<file path="src/hw/rtl/rgb_hue_color_classifier_unit_assert.svh">
// ----------------------------------------------------------------------------
// Assertion macros for the RGB hue color classifier.
// Each macro expands to one labeled concurrent assertion.
// ----------------------------------------------------------------------------
`ifndef RGB_HUE_COLOR_CLASSIFIER_UNIT_ASSERT_SVH
`define RGB_HUE_COLOR_CLASSIFIER_UNIT_ASSERT_SVH

// Same-cycle implication, disabled while reset is low.
`define RHCC_ASSERT_IMPLY(lbl, clk, rst_n, ante, cons, msg) \
    lbl: assert property (@(posedge clk) disable iff (!rst_n) (ante) |-> (cons)) \
        else $error(msg);

// Next-cycle implication, disabled while reset is low.
`define RHCC_ASSERT_NEXT(lbl, clk, rst_n, ante, cons, msg) \
    lbl: assert property (@(posedge clk) disable iff (!rst_n) (ante) |=> (cons)) \
        else $error(msg);

`endif

</file>
<file path="src/hw/rtl/rhcc_pkg.sv">
// ----------------------------------------------------------------------------
// rhcc_pkg
// Types, class codes, register indexes and the hue binning function.
// ----------------------------------------------------------------------------
`timescale 1ns / 1ps

package rhcc_pkg;

    localparam int CH_W     = 8;
    localparam int NUM_W    = 14;   // |diff| * 60 fits in 14 bits
    localparam int Q_W      = 6;    // quotient never exceeds 60
    localparam int HUE_W    = 9;
    localparam int CLS_W    = 5;
    localparam int CFG_IDX_W = 3;

    typedef struct packed {
        logic [CH_W-1:0] red;
        logic [CH_W-1:0] green;
        logic [CH_W-1:0] blue;
    } t_pixel;

    typedef struct packed {
        logic [CLS_W-1:0] color_class;
        logic [HUE_W-1:0] hue_degrees;
    } t_result;

    // Which channel is the maximum; fixes the hue sector base.
    typedef enum logic [1:0] {
        SEC_RED   = 2'd0,
        SEC_GREEN = 2'd1,
        SEC_BLUE  = 2'd2
    } t_sector;

    localparam logic [CFG_IDX_W-1:0] REG_BLACK_LEVEL     = 3'd0;
    localparam logic [CFG_IDX_W-1:0] REG_GRAY_SPREAD     = 3'd1;
    localparam logic [CFG_IDX_W-1:0] REG_DARK_GRAY_LIMIT = 3'd2;
    localparam logic [CFG_IDX_W-1:0] REG_WHITE_LIMIT     = 3'd3;
    localparam logic [CFG_IDX_W-1:0] REG_DARK_LIMIT      = 3'd4;

    localparam logic [CH_W-1:0] RST_BLACK_LEVEL     = 8'd24;
    localparam logic [CH_W-1:0] RST_GRAY_SPREAD     = 8'd24;
    localparam logic [CH_W-1:0] RST_DARK_GRAY_LIMIT = 8'd90;
    localparam logic [CH_W-1:0] RST_WHITE_LIMIT     = 8'd200;
    localparam logic [CH_W-1:0] RST_DARK_LIMIT      = 8'd110;

    localparam logic [CLS_W-1:0] CLS_BLACK      = 5'd0;
    localparam logic [CLS_W-1:0] CLS_DARK_GRAY  = 5'd1;
    localparam logic [CLS_W-1:0] CLS_GRAY       = 5'd2;
    localparam logic [CLS_W-1:0] CLS_WHITE      = 5'd3;
    localparam logic [CLS_W-1:0] CLS_BROWN      = 5'd4;
    localparam logic [CLS_W-1:0] CLS_RED        = 5'd5;
    localparam logic [CLS_W-1:0] CLS_ORANGE     = 5'd6;
    localparam logic [CLS_W-1:0] CLS_OLIVE      = 5'd7;
    localparam logic [CLS_W-1:0] CLS_YELLOW     = 5'd8;
    localparam logic [CLS_W-1:0] CLS_LIME       = 5'd9;
    localparam logic [CLS_W-1:0] CLS_DARK_GREEN = 5'd10;
    localparam logic [CLS_W-1:0] CLS_GREEN      = 5'd11;
    localparam logic [CLS_W-1:0] CLS_TEAL       = 5'd12;
    localparam logic [CLS_W-1:0] CLS_CYAN       = 5'd13;
    localparam logic [CLS_W-1:0] CLS_SKY_BLUE   = 5'd14;
    localparam logic [CLS_W-1:0] CLS_NAVY       = 5'd15;
    localparam logic [CLS_W-1:0] CLS_BLUE       = 5'd16;
    localparam logic [CLS_W-1:0] CLS_PURPLE     = 5'd17;
    localparam logic [CLS_W-1:0] CLS_VIOLET     = 5'd18;
    localparam logic [CLS_W-1:0] CLS_MAGENTA    = 5'd19;
    localparam logic [CLS_W-1:0] CLS_PINK       = 5'd20;

    localparam logic [HUE_W-1:0] HUE_SEC_GREEN = 9'd120;
    localparam logic [HUE_W-1:0] HUE_SEC_BLUE  = 9'd240;
    localparam logic [HUE_W-1:0] HUE_FULL      = 9'd360;

    localparam logic [HUE_W-1:0] BIN_RED     = 9'd15;
    localparam logic [HUE_W-1:0] BIN_ORANGE  = 9'd35;
    localparam logic [HUE_W-1:0] BIN_YELLOW  = 9'd55;
    localparam logic [HUE_W-1:0] BIN_LIME    = 9'd80;
    localparam logic [HUE_W-1:0] BIN_GREEN   = 9'd150;
    localparam logic [HUE_W-1:0] BIN_CYAN    = 9'd180;
    localparam logic [HUE_W-1:0] BIN_SKY     = 9'd220;
    localparam logic [HUE_W-1:0] BIN_BLUE    = 9'd260;
    localparam logic [HUE_W-1:0] BIN_VIOLET  = 9'd290;
    localparam logic [HUE_W-1:0] BIN_PINK    = 9'd330;

    function automatic logic [CLS_W-1:0] bin_hue(input logic [HUE_W-1:0] hue,
                                                 input logic dark);
        logic [CLS_W-1:0] cls;
        if (hue < BIN_RED)         cls = dark ? CLS_BROWN      : CLS_RED;
        else if (hue < BIN_ORANGE) cls = dark ? CLS_BROWN      : CLS_ORANGE;
        else if (hue < BIN_YELLOW) cls = dark ? CLS_OLIVE      : CLS_YELLOW;
        else if (hue < BIN_LIME)   cls = dark ? CLS_OLIVE      : CLS_LIME;
        else if (hue < BIN_GREEN)  cls = dark ? CLS_DARK_GREEN : CLS_GREEN;
        else if (hue < BIN_CYAN)   cls = dark ? CLS_TEAL       : CLS_CYAN;
        else if (hue < BIN_SKY)    cls = dark ? CLS_TEAL       : CLS_SKY_BLUE;
        else if (hue < BIN_BLUE)   cls = dark ? CLS_NAVY       : CLS_BLUE;
        else if (hue < BIN_VIOLET) cls = dark ? CLS_PURPLE     : CLS_VIOLET;
        else if (hue < BIN_PINK)   cls = dark ? CLS_MAGENTA    : CLS_PINK;
        else                       cls = dark ? CLS_BROWN      : CLS_RED;
        return cls;
    endfunction

endpackage

</file>
<file path="src/hw/rtl/rhcc_div_step.sv">
// ----------------------------------------------------------------------------
// rhcc_div_step
// Three restoring-division steps: produces quotient bits LSB+2 down to LSB.
// ----------------------------------------------------------------------------
`timescale 1ns / 1ps

module rhcc_div_step #(
    parameter int LSB = 0
) (
    input  logic [rhcc_pkg::NUM_W-1:0] i_rem,
    input  logic [rhcc_pkg::CH_W-1:0]  i_spread,
    input  logic [rhcc_pkg::Q_W-1:0]   i_quo,
    output logic [rhcc_pkg::NUM_W-1:0] o_rem,
    output logic [rhcc_pkg::Q_W-1:0]   o_quo
);

    always_comb begin
        logic [rhcc_pkg::NUM_W-1:0] rem;
        logic [rhcc_pkg::NUM_W-1:0] trial;
        rem   = i_rem;
        o_quo = i_quo;
        for (int k = LSB + 2; k >= LSB; k--) begin
            trial = rhcc_pkg::NUM_W'(i_spread) << k;
            if (rem >= trial) begin
                rem      = rem - trial;
                o_quo[k] = 1'b1;
            end
        end
        o_rem = rem;
    end

endmodule

</file>
<file path="src/hw/rtl/rgb_hue_color_classifier_unit.sv">
// ----------------------------------------------------------------------------
// rgb_hue_color_classifier_unit: RGB888 pixel to hue and color name.
// A request passes through registered stages A to E before its result is valid.
// Throughput is one request per cycle; a stall freezes all five stages.
// Synchronous reset clears all valid bits and loads the register defaults.
// ----------------------------------------------------------------------------
`timescale 1ns / 1ps
`include "rgb_hue_color_classifier_unit_assert.svh"

module rgb_hue_color_classifier_unit (
    input  logic                             i_clk,
    input  logic                             i_rst_n,
    input  logic                             i_pix_valid,
    output logic                             o_pix_ready,
    input  rhcc_pkg::t_pixel                 i_pix,
    output logic                             o_res_valid,
    input  logic                             i_res_ready,
    output rhcc_pkg::t_result                o_res,
    input  logic                             i_cfg_we,
    input  logic [rhcc_pkg::CFG_IDX_W-1:0]   i_cfg_idx,
    input  logic [rhcc_pkg::CH_W-1:0]        i_cfg_data
);

    localparam int CH_W  = rhcc_pkg::CH_W;
    localparam int NUM_W = rhcc_pkg::NUM_W;
    localparam int Q_W   = rhcc_pkg::Q_W;
    localparam int HUE_W = rhcc_pkg::HUE_W;
    localparam int CLS_W = rhcc_pkg::CLS_W;

    // Configuration registers.
    logic [CH_W-1:0] r_black_level, r_gray_spread, r_dark_gray_limit;
    logic [CH_W-1:0] r_white_limit, r_dark_limit;

    always_ff @(posedge i_clk) begin
        if (!i_rst_n) begin
            r_black_level     <= rhcc_pkg::RST_BLACK_LEVEL;
            r_gray_spread     <= rhcc_pkg::RST_GRAY_SPREAD;
            r_dark_gray_limit <= rhcc_pkg::RST_DARK_GRAY_LIMIT;
            r_white_limit     <= rhcc_pkg::RST_WHITE_LIMIT;
            r_dark_limit      <= rhcc_pkg::RST_DARK_LIMIT;
        end else if (i_cfg_we) begin
            unique case (i_cfg_idx)
                rhcc_pkg::REG_BLACK_LEVEL:     r_black_level     <= i_cfg_data;
                rhcc_pkg::REG_GRAY_SPREAD:     r_gray_spread     <= i_cfg_data;
                rhcc_pkg::REG_DARK_GRAY_LIMIT: r_dark_gray_limit <= i_cfg_data;
                rhcc_pkg::REG_WHITE_LIMIT:     r_white_limit     <= i_cfg_data;
                rhcc_pkg::REG_DARK_LIMIT:      r_dark_limit      <= i_cfg_data;
                default: ;
            endcase
        end
    end

    // The whole pipeline advances together whenever the output slot is free.
    logic w_en;
    logic r_a_valid, r_b_valid, r_c_valid, r_d_valid, r_e_valid;

    assign w_en        = !r_e_valid || i_res_ready;
    assign o_pix_ready = w_en;
    assign o_res_valid = r_e_valid;

    always_ff @(posedge i_clk) begin
        if (!i_rst_n) begin
            r_a_valid <= 1'b0;
            r_b_valid <= 1'b0;
            r_c_valid <= 1'b0;
            r_d_valid <= 1'b0;
            r_e_valid <= 1'b0;
        end else if (w_en) begin
            r_a_valid <= i_pix_valid;
            r_b_valid <= r_a_valid;
            r_c_valid <= r_b_valid;
            r_d_valid <= r_c_valid;
            r_e_valid <= r_d_valid;
        end
    end

    // Stage A: extremes, spread, achromatic decision and sector selection.
    logic [CH_W-1:0]       n_a_spread, n_a_absd;
    logic [CLS_W-1:0]      n_a_cls;
    logic                  n_a_chrom, n_a_neg, n_a_dark;
    rhcc_pkg::t_sector     n_a_sec;

    always_comb begin
        logic [CH_W-1:0] mx, mn, op_a, op_b;
        logic            black, achrom;
        mx = i_pix.red;
        mn = i_pix.red;
        if (i_pix.green > mx) mx = i_pix.green;
        if (i_pix.blue  > mx) mx = i_pix.blue;
        if (i_pix.green < mn) mn = i_pix.green;
        if (i_pix.blue  < mn) mn = i_pix.blue;
        n_a_spread = mx - mn;
        black  = mx < r_black_level;
        achrom = (n_a_spread == '0) || (n_a_spread < r_gray_spread);

        if (black)                      n_a_cls = rhcc_pkg::CLS_BLACK;
        else if (mx < r_dark_gray_limit) n_a_cls = rhcc_pkg::CLS_DARK_GRAY;
        else if (mx < r_white_limit)    n_a_cls = rhcc_pkg::CLS_GRAY;
        else                            n_a_cls = rhcc_pkg::CLS_WHITE;
        n_a_chrom = !black && !achrom;
        n_a_dark  = mx < r_dark_limit;

        // Red wins ties over green, green over blue.
        if (mx == i_pix.red) begin
            n_a_sec = rhcc_pkg::SEC_RED;
            op_a    = i_pix.green;
            op_b    = i_pix.blue;
        end else if (mx == i_pix.green) begin
            n_a_sec = rhcc_pkg::SEC_GREEN;
            op_a    = i_pix.blue;
            op_b    = i_pix.red;
        end else begin
            n_a_sec = rhcc_pkg::SEC_BLUE;
            op_a    = i_pix.red;
            op_b    = i_pix.green;
        end
        n_a_neg  = op_a < op_b;
        n_a_absd = n_a_neg ? (op_b - op_a) : (op_a - op_b);
    end

    logic [CH_W-1:0]   r_a_spread, r_a_absd;
    logic [CLS_W-1:0]  r_a_cls;
    logic              r_a_chrom, r_a_neg, r_a_dark;
    rhcc_pkg::t_sector r_a_sec;

    always_ff @(posedge i_clk) begin
        if (w_en) begin
            r_a_spread <= n_a_spread;
            r_a_absd   <= n_a_absd;
            r_a_cls    <= n_a_cls;
            r_a_chrom  <= n_a_chrom;
            r_a_neg    <= n_a_neg;
            r_a_dark   <= n_a_dark;
            r_a_sec    <= n_a_sec;
        end
    end

    // Stage B: numerator |diff| * 60 as (x << 6) - (x << 2).
    logic [NUM_W-1:0] n_b_num;
    assign n_b_num = (NUM_W'(r_a_absd) << 6) - (NUM_W'(r_a_absd) << 2);

    logic [NUM_W-1:0]  r_b_num;
    logic [CH_W-1:0]   r_b_spread;
    logic [CLS_W-1:0]  r_b_cls;
    logic              r_b_chrom, r_b_neg, r_b_dark;
    rhcc_pkg::t_sector r_b_sec;

    always_ff @(posedge i_clk) begin
        if (w_en) begin
            r_b_num    <= n_b_num;
            r_b_spread <= r_a_spread;
            r_b_cls    <= r_a_cls;
            r_b_chrom  <= r_a_chrom;
            r_b_neg    <= r_a_neg;
            r_b_dark   <= r_a_dark;
            r_b_sec    <= r_a_sec;
        end
    end

    // Stage C: upper three quotient bits.
    logic [NUM_W-1:0] n_c_rem;
    logic [Q_W-1:0]   n_c_quo;

    rhcc_div_step #(.LSB(3)) u_div_hi (
        .i_rem    (r_b_num),
        .i_spread (r_b_spread),
        .i_quo    ('0),
        .o_rem    (n_c_rem),
        .o_quo    (n_c_quo)
    );

    logic [NUM_W-1:0]  r_c_rem;
    logic [Q_W-1:0]    r_c_quo;
    logic [CH_W-1:0]   r_c_spread;
    logic [CLS_W-1:0]  r_c_cls;
    logic              r_c_chrom, r_c_neg, r_c_dark;
    rhcc_pkg::t_sector r_c_sec;

    always_ff @(posedge i_clk) begin
        if (w_en) begin
            r_c_rem    <= n_c_rem;
            r_c_quo    <= n_c_quo;
            r_c_spread <= r_b_spread;
            r_c_cls    <= r_b_cls;
            r_c_chrom  <= r_b_chrom;
            r_c_neg    <= r_b_neg;
            r_c_dark   <= r_b_dark;
            r_c_sec    <= r_b_sec;
        end
    end

    // Stage D: lower three quotient bits; the remainder is not needed after.
    logic [NUM_W-1:0] n_d_rem;
    logic [Q_W-1:0]   n_d_quo;

    rhcc_div_step #(.LSB(0)) u_div_lo (
        .i_rem    (r_c_rem),
        .i_spread (r_c_spread),
        .i_quo    (r_c_quo),
        .o_rem    (n_d_rem),
        .o_quo    (n_d_quo)
    );

    logic [Q_W-1:0]    r_d_quo;
    logic [CLS_W-1:0]  r_d_cls;
    logic              r_d_chrom, r_d_neg, r_d_dark;
    rhcc_pkg::t_sector r_d_sec;

    always_ff @(posedge i_clk) begin
        if (w_en) begin
            r_d_quo    <= n_d_quo;
            r_d_cls    <= r_c_cls;
            r_d_chrom  <= r_c_chrom;
            r_d_neg    <= r_c_neg;
            r_d_dark   <= r_c_dark;
            r_d_sec    <= r_c_sec;
        end
    end

    // Stage E: apply sign and sector base, wrap below zero, bin the hue.
    rhcc_pkg::t_result n_e_res;

    always_comb begin
        logic [HUE_W-1:0] base, quo, hue;
        quo = HUE_W'(r_d_quo);
        case (r_d_sec)
            rhcc_pkg::SEC_GREEN: base = rhcc_pkg::HUE_SEC_GREEN;
            rhcc_pkg::SEC_BLUE:  base = rhcc_pkg::HUE_SEC_BLUE;
            default:             base = '0;
        endcase
        // A negative part in the red sector wraps; a zero quotient stays at zero.
        if (!r_d_neg)
            hue = base + quo;
        else if (r_d_sec == rhcc_pkg::SEC_RED && quo != '0)
            hue = rhcc_pkg::HUE_FULL - quo;
        else
            hue = base - quo;

        if (r_d_chrom) begin
            n_e_res.color_class = rhcc_pkg::bin_hue(hue, r_d_dark);
            n_e_res.hue_degrees = hue;
        end else begin
            n_e_res.color_class = r_d_cls;
            n_e_res.hue_degrees = '0;
        end
    end

    rhcc_pkg::t_result r_e_res;

    always_ff @(posedge i_clk) begin
        if (w_en) begin
            r_e_res <= n_e_res;
        end
    end

    assign o_res = r_e_res;

    // The remainder of a quotient digit pass is always below the divisor.
    logic w_d_rem_ok;
    assign w_d_rem_ok = n_d_rem < NUM_W'(r_c_spread) || !r_c_chrom || !r_c_valid;

    `RHCC_ASSERT_IMPLY(a_achrom_hue_zero, i_clk, i_rst_n,
        o_res_valid && o_res.color_class <= rhcc_pkg::CLS_WHITE,
        o_res.hue_degrees == '0, "achromatic result carries a nonzero hue")
    `RHCC_ASSERT_NEXT(a_stage_advance, i_clk, i_rst_n,
        r_a_valid && w_en, r_b_valid, "request lost between stages A and B")
    `RHCC_ASSERT_NEXT(a_stall_holds, i_clk, i_rst_n,
        r_d_valid && !w_en, r_d_valid && $stable(r_d_quo),
        "stage D changed during a stall")
    `RHCC_ASSERT_IMPLY(a_div_rem, i_clk, i_rst_n,
        r_c_valid && r_c_chrom, w_d_rem_ok, "divider remainder not below spread")

endmodule

</file>
<file path="config.mk">
export PLATFORM = sky130hd
export DESIGN_NAME = rgb_hue_color_classifier_unit
export DESIGN_NICKNAME = d
export VERILOG_FILES = /design/src/hw/rtl/rhcc_pkg.sv /design/src/hw/rtl/rhcc_div_step.sv /design/src/hw/rtl/rgb_hue_color_classifier_unit.sv
export VERILOG_INCLUDE_DIRS = /design/src /design/src/hw/rtl
export SDC_FILE = /design/constraint.sdc
export NUM_CORES = 1
export LEC_CHECK = 0
export ABC_AREA = 1
export BUFFER_PORTS_ARGS = -buffer_cell sky130_fd_sc_hd__buf_2
export CAP_MARGIN = 20
export CORE_MARGIN = 1.5
export CORE_UTILIZATION = 50
export DETAILED_ROUTE_END_ITERATION = 6
export PLACE_DENSITY = 0.71
export SETUP_SLACK_MARGIN = 0.2
export SLEW_MARGIN = 30
export SYNTH_ARGS = -nofsm -noshare
export SYNTH_HDL_FRONTEND = slang
export SYNTH_SLANG_ARGS = --single-unit
</file>
<file path="constraint.sdc">
create_clock -name i_clk -period 10.63 [get_ports i_clk]
set_input_delay 2.126 -clock i_clk [delete_from_list [all_inputs] [get_ports i_clk]]
set_output_delay 2.126 -clock i_clk [all_outputs]
set_load 0.02 [all_outputs]
</file>
# [Yosys cells after proc, flatten, opt, wreduce, memory -nomap -nowiden]
# Cells that the tools add are included.
[classes] n_reduce_logical=17 n_lt_le_gt_ge=26 n_addsub=12 eq_ne=8 mux=44
[op_table] op="$mux W14" n=6
[op_table] op="$mux W8" n=9
[op_table] op="$lt A8 B8 Y1" n=8
[op_table] op="$mux W5" n=11
[op_table] op="$sub A14 B10 Y14" n=2
[op_table] op="$lt A9 B8 Y1 const B" n=3
[op_table] op="$lt A9 B9 Y1 const B" n=3
[op_table] op="$sub A8 B8 Y8" n=3
[op_table] op="$lt A9 B6 Y1 const B" n=2
[op_table] op="$mux W9" n=2
[op_table] op="$eq A8 B8 Y1" n=2
[op_table] op="$gt A8 B8 Y1" n=2
[op_table] op="$pmux W8 S2" n=1
[op_table] op="$ge A14 B10 Y1" n=1
[op_table] op="$ge A14 B11 Y1" n=1
[op_table] op="$ge A14 B12 Y1" n=1
[op_table] op="$ge A14 B13 Y1" n=1
[op_table] op="$ge A14 B8 Y1" n=1
[op_table] op="$ge A14 B9 Y1" n=1
[op_table] op="$sub A14 B11 Y14" n=1
[op_table] op="$sub A14 B12 Y14" n=1
[op_table] op="$sub A14 B13 Y14" n=1
[op_table] op="$sub A14 B9 Y14" n=1
[op_table] op="$reduce_and A2 Y1" n=5
[op_table] op="22 further kinds" n=38
[word_totals] output_inout_bits=16 wordCells=151 reg_bits=168 input_bits=40

# [Depth between registers and ports, before layout]
# Gate-level depths: netlist of the first run.
[depth] ltp_word=17 ltp_mapped=47 ltp_nobuf=45

# [By module]
# A second synthesis of the first run with hierarchy kept.
[unflattened] cells_unflattened=1815 hier_area_um2=13553.0
[by_module_without_submodules] mod="rgb_hue_color_classifier_unit" area_each_um2=9774.4 cells_per_inst=1160 n_inst=1 seq_area_each_um2=4264.1
[by_module_without_submodules] mod="rhcc_div_step at u_div_lo" area_each_um2=2095.8 cells_per_inst=381 n_inst=1 seq_area_each_um2=0.0
[by_module_without_submodules] mod="rhcc_div_step at u_div_hi" area_each_um2=1682.9 cells_per_inst=274 n_inst=1 seq_area_each_um2=0.0

# [Least setup slack after synthesis of the first run]
# Ideal clock, no wire load.
[synth_path] path_type="in2reg" startpoint="in i_pix[17] (netlist bit)" endpoint="reg r_a_absd[6], data pin" n_path_buf=3 setup_ns=0.266 stages=41 arrival_time_ns=7.403 path_slack_ns=2.961 required_time_ns=10.364 cell_sequence="inv_1 -> ha_1 -> nand2_1 -> nand2_1 -> nand2_1 -> nand2_1 -> nand2_1 -> nand2_4 -> nand2_4 -> clkbuf_1 -> nand2_1 -> o21ai_0 -> inv_1 -> ha_1 -> a21o_1 -> a221oi_1 -> nand2_2 -> nand2_4 -> [... 5 more ...] -> nor2_1 -> nand2_2 -> buf_6 -> nand3_2 -> nand2_1 -> nor2_1 -> ha_1 -> inv_1 -> fa_1 -> nand3_1 -> nand2_1 -> a31oi_1 -> o21bai_1 -> a21oi_1 -> nand3_1 -> o21ai_0 -> o221ai_1 -> xor2_1"
[synth_between] elab_chain_cells=9 elab_cells_between_ends=14 classes_between="add/sub (2); order compare (3); eq/ne (2); mux (7)"
[synth_rtl] item="from (decl)" line_no="rgb_hue_color_classifier_unit.sv:15" rtl="input rhcc_pkg::t_pixel i_pix,"
[synth_rtl] item="$gt A8 B8 Y1" line_no="rgb_hue_color_classifier_unit.sv:88" rtl="if (i_pix.green > mx) mx = i_pix.green;"
[synth_rtl] item="$mux W8" line_no="rgb_hue_color_classifier_unit.sv:88"
[synth_rtl] item="$gt A8 B8 Y1" line_no="rgb_hue_color_classifier_unit.sv:89" rtl="if (i_pix.blue > mx) mx = i_pix.blue;"
[synth_rtl] item="$mux W8" line_no="rgb_hue_color_classifier_unit.sv:89"
[synth_rtl] item="$eq A8 B8 Y1" line_no="rgb_hue_color_classifier_unit.sv:108" rtl="end else if (mx == i_pix.green) begin"
[synth_rtl] item="$mux W8" line_no="rgb_hue_color_classifier_unit.sv:108"
[synth_rtl] item="$mux W8" line_no="rgb_hue_color_classifier_unit.sv:104" rtl="if (mx == i_pix.red) begin"
[synth_rtl] item="$lt A8 B8 Y1 *" line_no="rgb_hue_color_classifier_unit.sv:117" rtl="n_a_neg = op_a < op_b;"
[synth_rtl] item="net n_a_neg" line_no="rgb_hue_color_classifier_unit.sv:80" rtl="logic n_a_chrom, n_a_neg, n_a_dark;"
[synth_rtl] item="$mux W8 *" line_no="rgb_hue_color_classifier_unit.sv:118" rtl="n_a_absd = n_a_neg ? (op_b - op_a) : (op_a - op_b);"
[synth_rtl] item="net n_a_absd[6]" line_no="rgb_hue_color_classifier_unit.sv:78" rtl="logic [CH_W-1:0] n_a_spread, n_a_absd;"
[synth_rtl] item="to (signal assigned)" line_no="rgb_hue_color_classifier_unit.sv:129" rtl="r_a_absd <= n_a_absd;"
[synth_rtl] item="to (decl)" line_no="rgb_hue_color_classifier_unit.sv:121" rtl="logic [CH_W-1:0] r_a_spread, r_a_absd;"
# Mark *: on every way through the listed nets, which the timed path passes. The rest lies on a longest branch.
# A chain may end at the register's enable or synchronous reset.

# [Worst setup path in the final report of the first run]
[layout_path] startpoint="in i_pix[23] (netlist bit)" endpoint="reg r_a_absd[6], data pin"
# Same word-level chain as after synthesis.

==> impl_metrics.py, run 1 <==
metrics = {
    "final_layout": {
        "multi_input_area_um2": 7162,
        "final_core_util": 0.5536,
        "stdcell_area_um2": 13420,
        "seq_area_um2": 4114,
        "nNetsFinal": 1828,
        "n_fill_cell": 2294,
        "antenna_cells": 0,
        "layout-drive-gt1-share": 0.09394,
        "area_delta_synth_final_pct": 8.748,
    },
    "cts": {
        "cts.path.max_buffers": 2,
        "cts_resized": 0,
        "postCtsHoldBufs": 0,
        "cts_made_buffers": 17,
        "htreeDepth": 4,
        "root_buffer": "clkbuf_16",
        "clkTransAtPathRegs_ps": 70,
        "cts_tree": "done",
        "clk_latency_ps": 420,
        "cts_setup_buffers": 0,
        "cts_sinks": 152,
    },
    "synth": {
        "avgSynthCellArea_um2": 7.783,
        "yosys.area.top_type_share": 0.2603,
        "netlist_area_um2": 12340,
        "ys_top_cells_by_count": "338 x nand2_1, 228 x inv_1, 142 x ha_1",
        "synth_most_common_cell": "nand2_1",
        "yosysSeqAreaShare": 0.3333,
        "synth_area_leaders": "edfxtp_1 26%, ha_1 14%, nand2_1 10%",
        "synthFlopType": "edfxtp_1",
        "synth_warnings": 0,
        "ys_ff_latch": 152,
        "yosysUniqueCellTypes": 53,
        "synth-async-reset-ratio": 0,
        "syn_nets": 1777,
        "synth-edff-count": 107,
        "syn_inst": 1586,
        "yosysTopAreaCell": "edfxtp_1",
    },
    "floorplan": {
        "die_h_um": 160.1,
        "die_w_um": 160.1,
        "dieArea_um2": 25640,
        "ioPinCount": 56,
        "core_area_um2": 24250,
        "rows": 57,
        "start_util": 0.5090,
    },
    "detailed_routing": {
        "totalWireLength_mm": 28.23,
        "drtIter0Drc": 520,
        "first_pass_iters": 5,
        "vias": 10512,
        "detail-route-antenna-nets": 0,
        "via_per_inst": 5.325,
        "wl_per_cell_um": 14.30,
        "drc": 0,
    },
    "sta": {
        "tns_ps": 0,
        "min_period_over_period": 0.8239,
        "setup_viol": 0,
        "period_minus_slack_ps": 8758,
        "slew_headroom": 0.4596,
        "worst_pin_slew_ps": 810.6,
        "hold_violations": 0,
        "rsz0062_at_grt": "no",
        "skew_ps": 14.23,
        "final_max_slew_viol_count": 0,
        "timing.fmax_mhz": 114.2,
    },
    "hold_path": {
        "hold_start": "r_c_quo[4]",
        "holdPathStages": 0,
        "hold_path_end": "r_d_quo[4]",
        "worstHoldPathType": "flop to flop",
    },
    "setup_path": {
        "crit_family": "simple AND/OR/NAND/NOR gates",
        "reg2regPathDepth": 31,
        "start_kind": "input pin",
        "cp_slowest_cell": "a21oi_1",
        "rr_startpoint": "r_b_spread[4]",
        "worst-r2r-setup-slack_ps": 4180,
        "crit_type": "input pin to flop",
        "arrival_ps": 8910,
        "crit_buf_inv": 5,
        "reg2reg_to": "r_c_rem[8]",
        "cp_max_fo": 36,
        "critical_path.most_common_cell": "nand2_1",
        "cp-end-kind": "flop",
        "cpPeakStageDelay_ps": 490,
        "crit_required_ps": 10780,
    },
    "status": {
        "status": "finished clean",
    },
    "global_routing": {
        "grt_antenna_before_repair": 0,
        "grt_pass1_vias": 9939,
        "grt_usage": 0.2259,
        "grt_max_degree": 66,
        "grt_pass1_wl_mm": 47.35,
        "globalRoute.totalOverflow": 0,
    },
    "placed_design": {
        "port_buffers": 55,
        "globalplace.congestion": 0.8995,
        "place_area_um2": 12880,
        "hpwl_mm": 22.36,
    },
    "flow_run": {
        "maxCapViolCount": 0,
    },
}
## layer usage
layer  wire length [um]  vias up  share of wire  GRT usage
li1                   -     5427              -          -
met1              13060     4812           0.46     0.2922
met2              13550      225           0.48     0.3925
met3               1086       48          0.038    0.03117
met4                536        0          0.019    0.06669
met5                  0        -              0          0
## how the worst max path moves through the flow
stage / startpoint / to / slack [ps] / cells past startpoint
3_3_place_gp: i_pix[22] / r_a_absd[6] / 1730 / 37
3_5_place_dp: i_pix[22] / r_a_absd[6] / 1570 / 37
2_1_floorplan: i_pix[17] / r_a_absd[6] / 2960 / 41
6_report: i_pix[23] / r_a_absd[6] / 1870 / 36
4_1_cts: i_pix[22] / r_a_absd[6] / 2000 / 37
5_1_grt: i_pix[22] / r_a_absd[6] / 1170 / 40
## cells by family (layout without fill, tap and decap cells)
kind of cell | Yosys count | count (layout) | synth area share
AND/OR/NAND/NOR | 631 | 631 | 0.2253
AO/OA/AOI/OAI | 312 | 312 | 0.1445
buffers and inverters | 267 | 331 | 0.08647
flip-flops | 152 | 152 | 0.3333
adder cells (fa/ha/maj) | 151 | 151 | 0.1585
XOR/XNOR | 72 | 72 | 0.05109
multiplexers | 1 | 1 | 0.0008110
## registers in the layout, summed over array words and instances, names as in the netlist, 3 cells and up
name	count
r_white_limit	8
r_dark_gray_limit	8
r_c_rem	12
r_a_absd	8
o_res	14
r_b_num	12
r_gray_spread	8
r_a_spread	8
r_dark_limit	8
r_c_quo	3
r_black_level	8
r_c_spread	8
r_d_quo	6
r_b_spread	8
## metrics by stage
step           setup WS, ps  hold WS (ps)  cells
2_1_floorplan          2961         400.3   1586
3_3_place_gp           1734         400.6   1942
3_5_place_dp           1571         404.5   1942
4_1_cts                1996         417.0   1974
5_1_grt                1172         425.8   1974
6_report               1872         418.2   1974
## placed cells by master, fill, tap and decap left out, types with 10 or more instances in the layout
| master | n |
|---|---|
| nor2_1 | 118 |
| a21oi_1 | 116 |
| nor3_1 | 11 |
| xnor2_1 | 24 |
| nand2_2 | 14 |
| ha_1 | 142 |
| dfxtp_1 | 45 |
| a211oi_1 | 10 |
| edfxtp_1 | 107 |
| nand3_2 | 14 |
| clkbuf_16 | 17 |
| xor2_1 | 48 |
| inv_1 | 227 |
| inv_2 | 12 |
| nand2_1 | 338 |
| buf_2 | 55 |
| nand3_1 | 93 |
| nand4_1 | 15 |
| o21ai_0 | 111 |
| o211ai_1 | 25 |
## cell type report
type                    count  share of cell area
multi-input cells        1167              0.5336
flip-flops and latches    152              0.3065
inverters                 242             0.06786
clock buffers              19             0.03235
well taps                 324             0.03020
repair buffers             57             0.02163
clock inverters            13            0.007923
Power of run 1 is not shown: default switching activity piles up to over one toggle a cycle in this logic, so the estimate is an artifact.
==> run 2, diff against run 1 <==
==> constraint.sdc (replaced) <==
create_clock -name i_clk -period 8.6 [get_ports i_clk]
set_input_delay 1.72 -clock i_clk [delete_from_list [all_inputs] [get_ports i_clk]]
set_output_delay 1.72 -clock i_clk [all_outputs]
set_load 0.02 [all_outputs]
==> run 2 against run 1 <==
Effect of this change:
- sequential share of layout area down 0.17 points
- worst setup slack got worse by 940 ps
- clock skew about the same
- register-to-register slack lost 2000 ps
==> impl_metrics.py, run 2 (synthesis gave the netlist of run 1 again) <==
metrics = {
    "global_routing": {
        "grt_pass1_vias": 9598,
        "grt_usage": 0.2198,
        "grt_pass1_wl_mm": 46.00,
        "grt_max_degree": 72,
        "grt_antenna_before_repair": 0,
        "globalRoute.totalOverflow": 0,
    },
    "floorplan": {
        "core_area_um2": 24250,
        "die_w_um": 160.1,
        "ioPinCount": 56,
        "die_h_um": 160.1,
        "dieArea_um2": 25640,
        "rows": 57,
        "start_util": 0.5090,
    },
    "sta": {
        "tns_ps": 0,
        "slew_headroom": 0.4216,
        "setup_viol": 0,
        "timing.fmax_mhz": 130.5,
        "skew_ps": 14.67,
        "timing.hold.ws_ps": 414.3,
        "rsz0062_at_grt": "no",
        "period_minus_slack_ps": 7665,
        "min_period_over_period": 0.8913,
        "final_max_slew_viol_count": 0,
        "worst_pin_slew_ps": 867.5,
        "hold_violations": 0,
    },
    "final_layout": {
        "area_delta_synth_final_pct": 9.356,
        "top_register": "o_res",
        "final_common_cell": "nand2_1",
        "layout-drive-gt1-share": 0.09625,
        "antenna_cells": 0,
        "n_fill_cell": 2285,
        "nNetsFinal": 1830,
        "reg_top3": "o_res x14, r_b_num x12, r_c_rem x12",
        "seq_area_um2": 4114,
        "final_cell_mix": "338 x nand2_1, 227 x inv_1, 142 x ha_1",
        "multi_input_area_um2": 7166,
        "largest_reg_flops": 14,
    },
    "detailed_routing": {
        "first_pass_iters": 5,
        "totalWireLength_mm": 27.54,
        "wl_per_cell_um": 13.94,
        "drtIter0Drc": 621,
        "detail-route-antenna-nets": 0,
        "via_per_inst": 5.258,
        "drc": 0,
        "vias": 10389,
    },
    "cts": {
        "root_buffer": "clkbuf_16",
        "cts_resized": 0,
        "cts_setup_buffers": 0,
        "postCtsHoldBufs": 0,
        "cts_sinks": 152,
        "cts.path.max_buffers": 2,
        "clk_latency_ps": 430,
        "cts_tree": "done",
        "cts_made_buffers": 17,
        "htreeDepth": 4,
        "clkTransAtPathRegs_ps": 70,
    },
    "setup_path": {
        "critical_path.most_common_cell": "nand2_1",
        "cp-end-kind": "flop",
        "start_kind": "input pin",
        "cpPeakStageDelay_ps": 440,
        "arrival_ps": 7820,
        "cp_max_fo": 21,
        "crit_required_ps": 8760,
        "crit_type": "input pin to flop",
        "cp_slowest_cell": "nor2_4",
    },
    "placed_design": {
        "hpwl_mm": 21.85,
        "port_buffers": 55,
        "globalplace.congestion": 0.8853,
    },
    "flow_run": {
        "maxCapViolCount": 0,
    },
    "hold_path": {
        "worstHoldPathType": "flop to flop",
    },
    "status": {
        "status": "finished clean",
    },
}
[run 2: through the flow]
stage	area [um^2]	instances	utilization	worst slack [ps]
after floorplan	12340	1586	-	1337
after detailed placement	12900	1944	0.5319	328.5
after global routing	13500	1976	0.5567	319.0
after CTS	13490	1976	0.5565	765.5
final	13500	1976	0.5567	934.8
after global placement	12900	1944	0.5319	574.4
[run 2: worst paths after layout]
kind / startpoint / cells past startpoint / slack (ps) / end
worst max-delay path: i_pix[23] / 36 / 930 / r_a_absd[5]
worst min-delay path: r_b_neg / 0 / 410 / r_c_neg
worst max register to register: r_c_spread[0] / 35 / 2180 / r_d_quo[0]
worst min register to register: r_b_neg / 0 / 410 / r_c_neg
[run 2: layer usage]
metal / part of all wire / global-route usage
met5: 0 / 0
met4: 0.022 / 0.07137
met3: 0.039 / 0.03558
met2: 0.47 / 0.3678
met1: 0.47 / 0.2901
[run 2: cell type report]
cell class              count  share of cell area
well taps                 324             0.03003
clock inverters            15             0.01270
repair buffers             59             0.02262
flip-flops and latches    152              0.3048
inverters                 242             0.06748
clock buffers              17             0.03152
multi-input cells        1167              0.5309
[run 2: critical path: cells and delay by family]
family	cells	cell delay (ps)
adder cells (fa/ha/maj)	4	1110
AND/OR/NAND/NOR	17	2530
AO/OA/AOI/OAI	9	1870
XOR/XNOR	1	170
buffers and inverters	5	380
Power of run 2 is left out for the same reason.
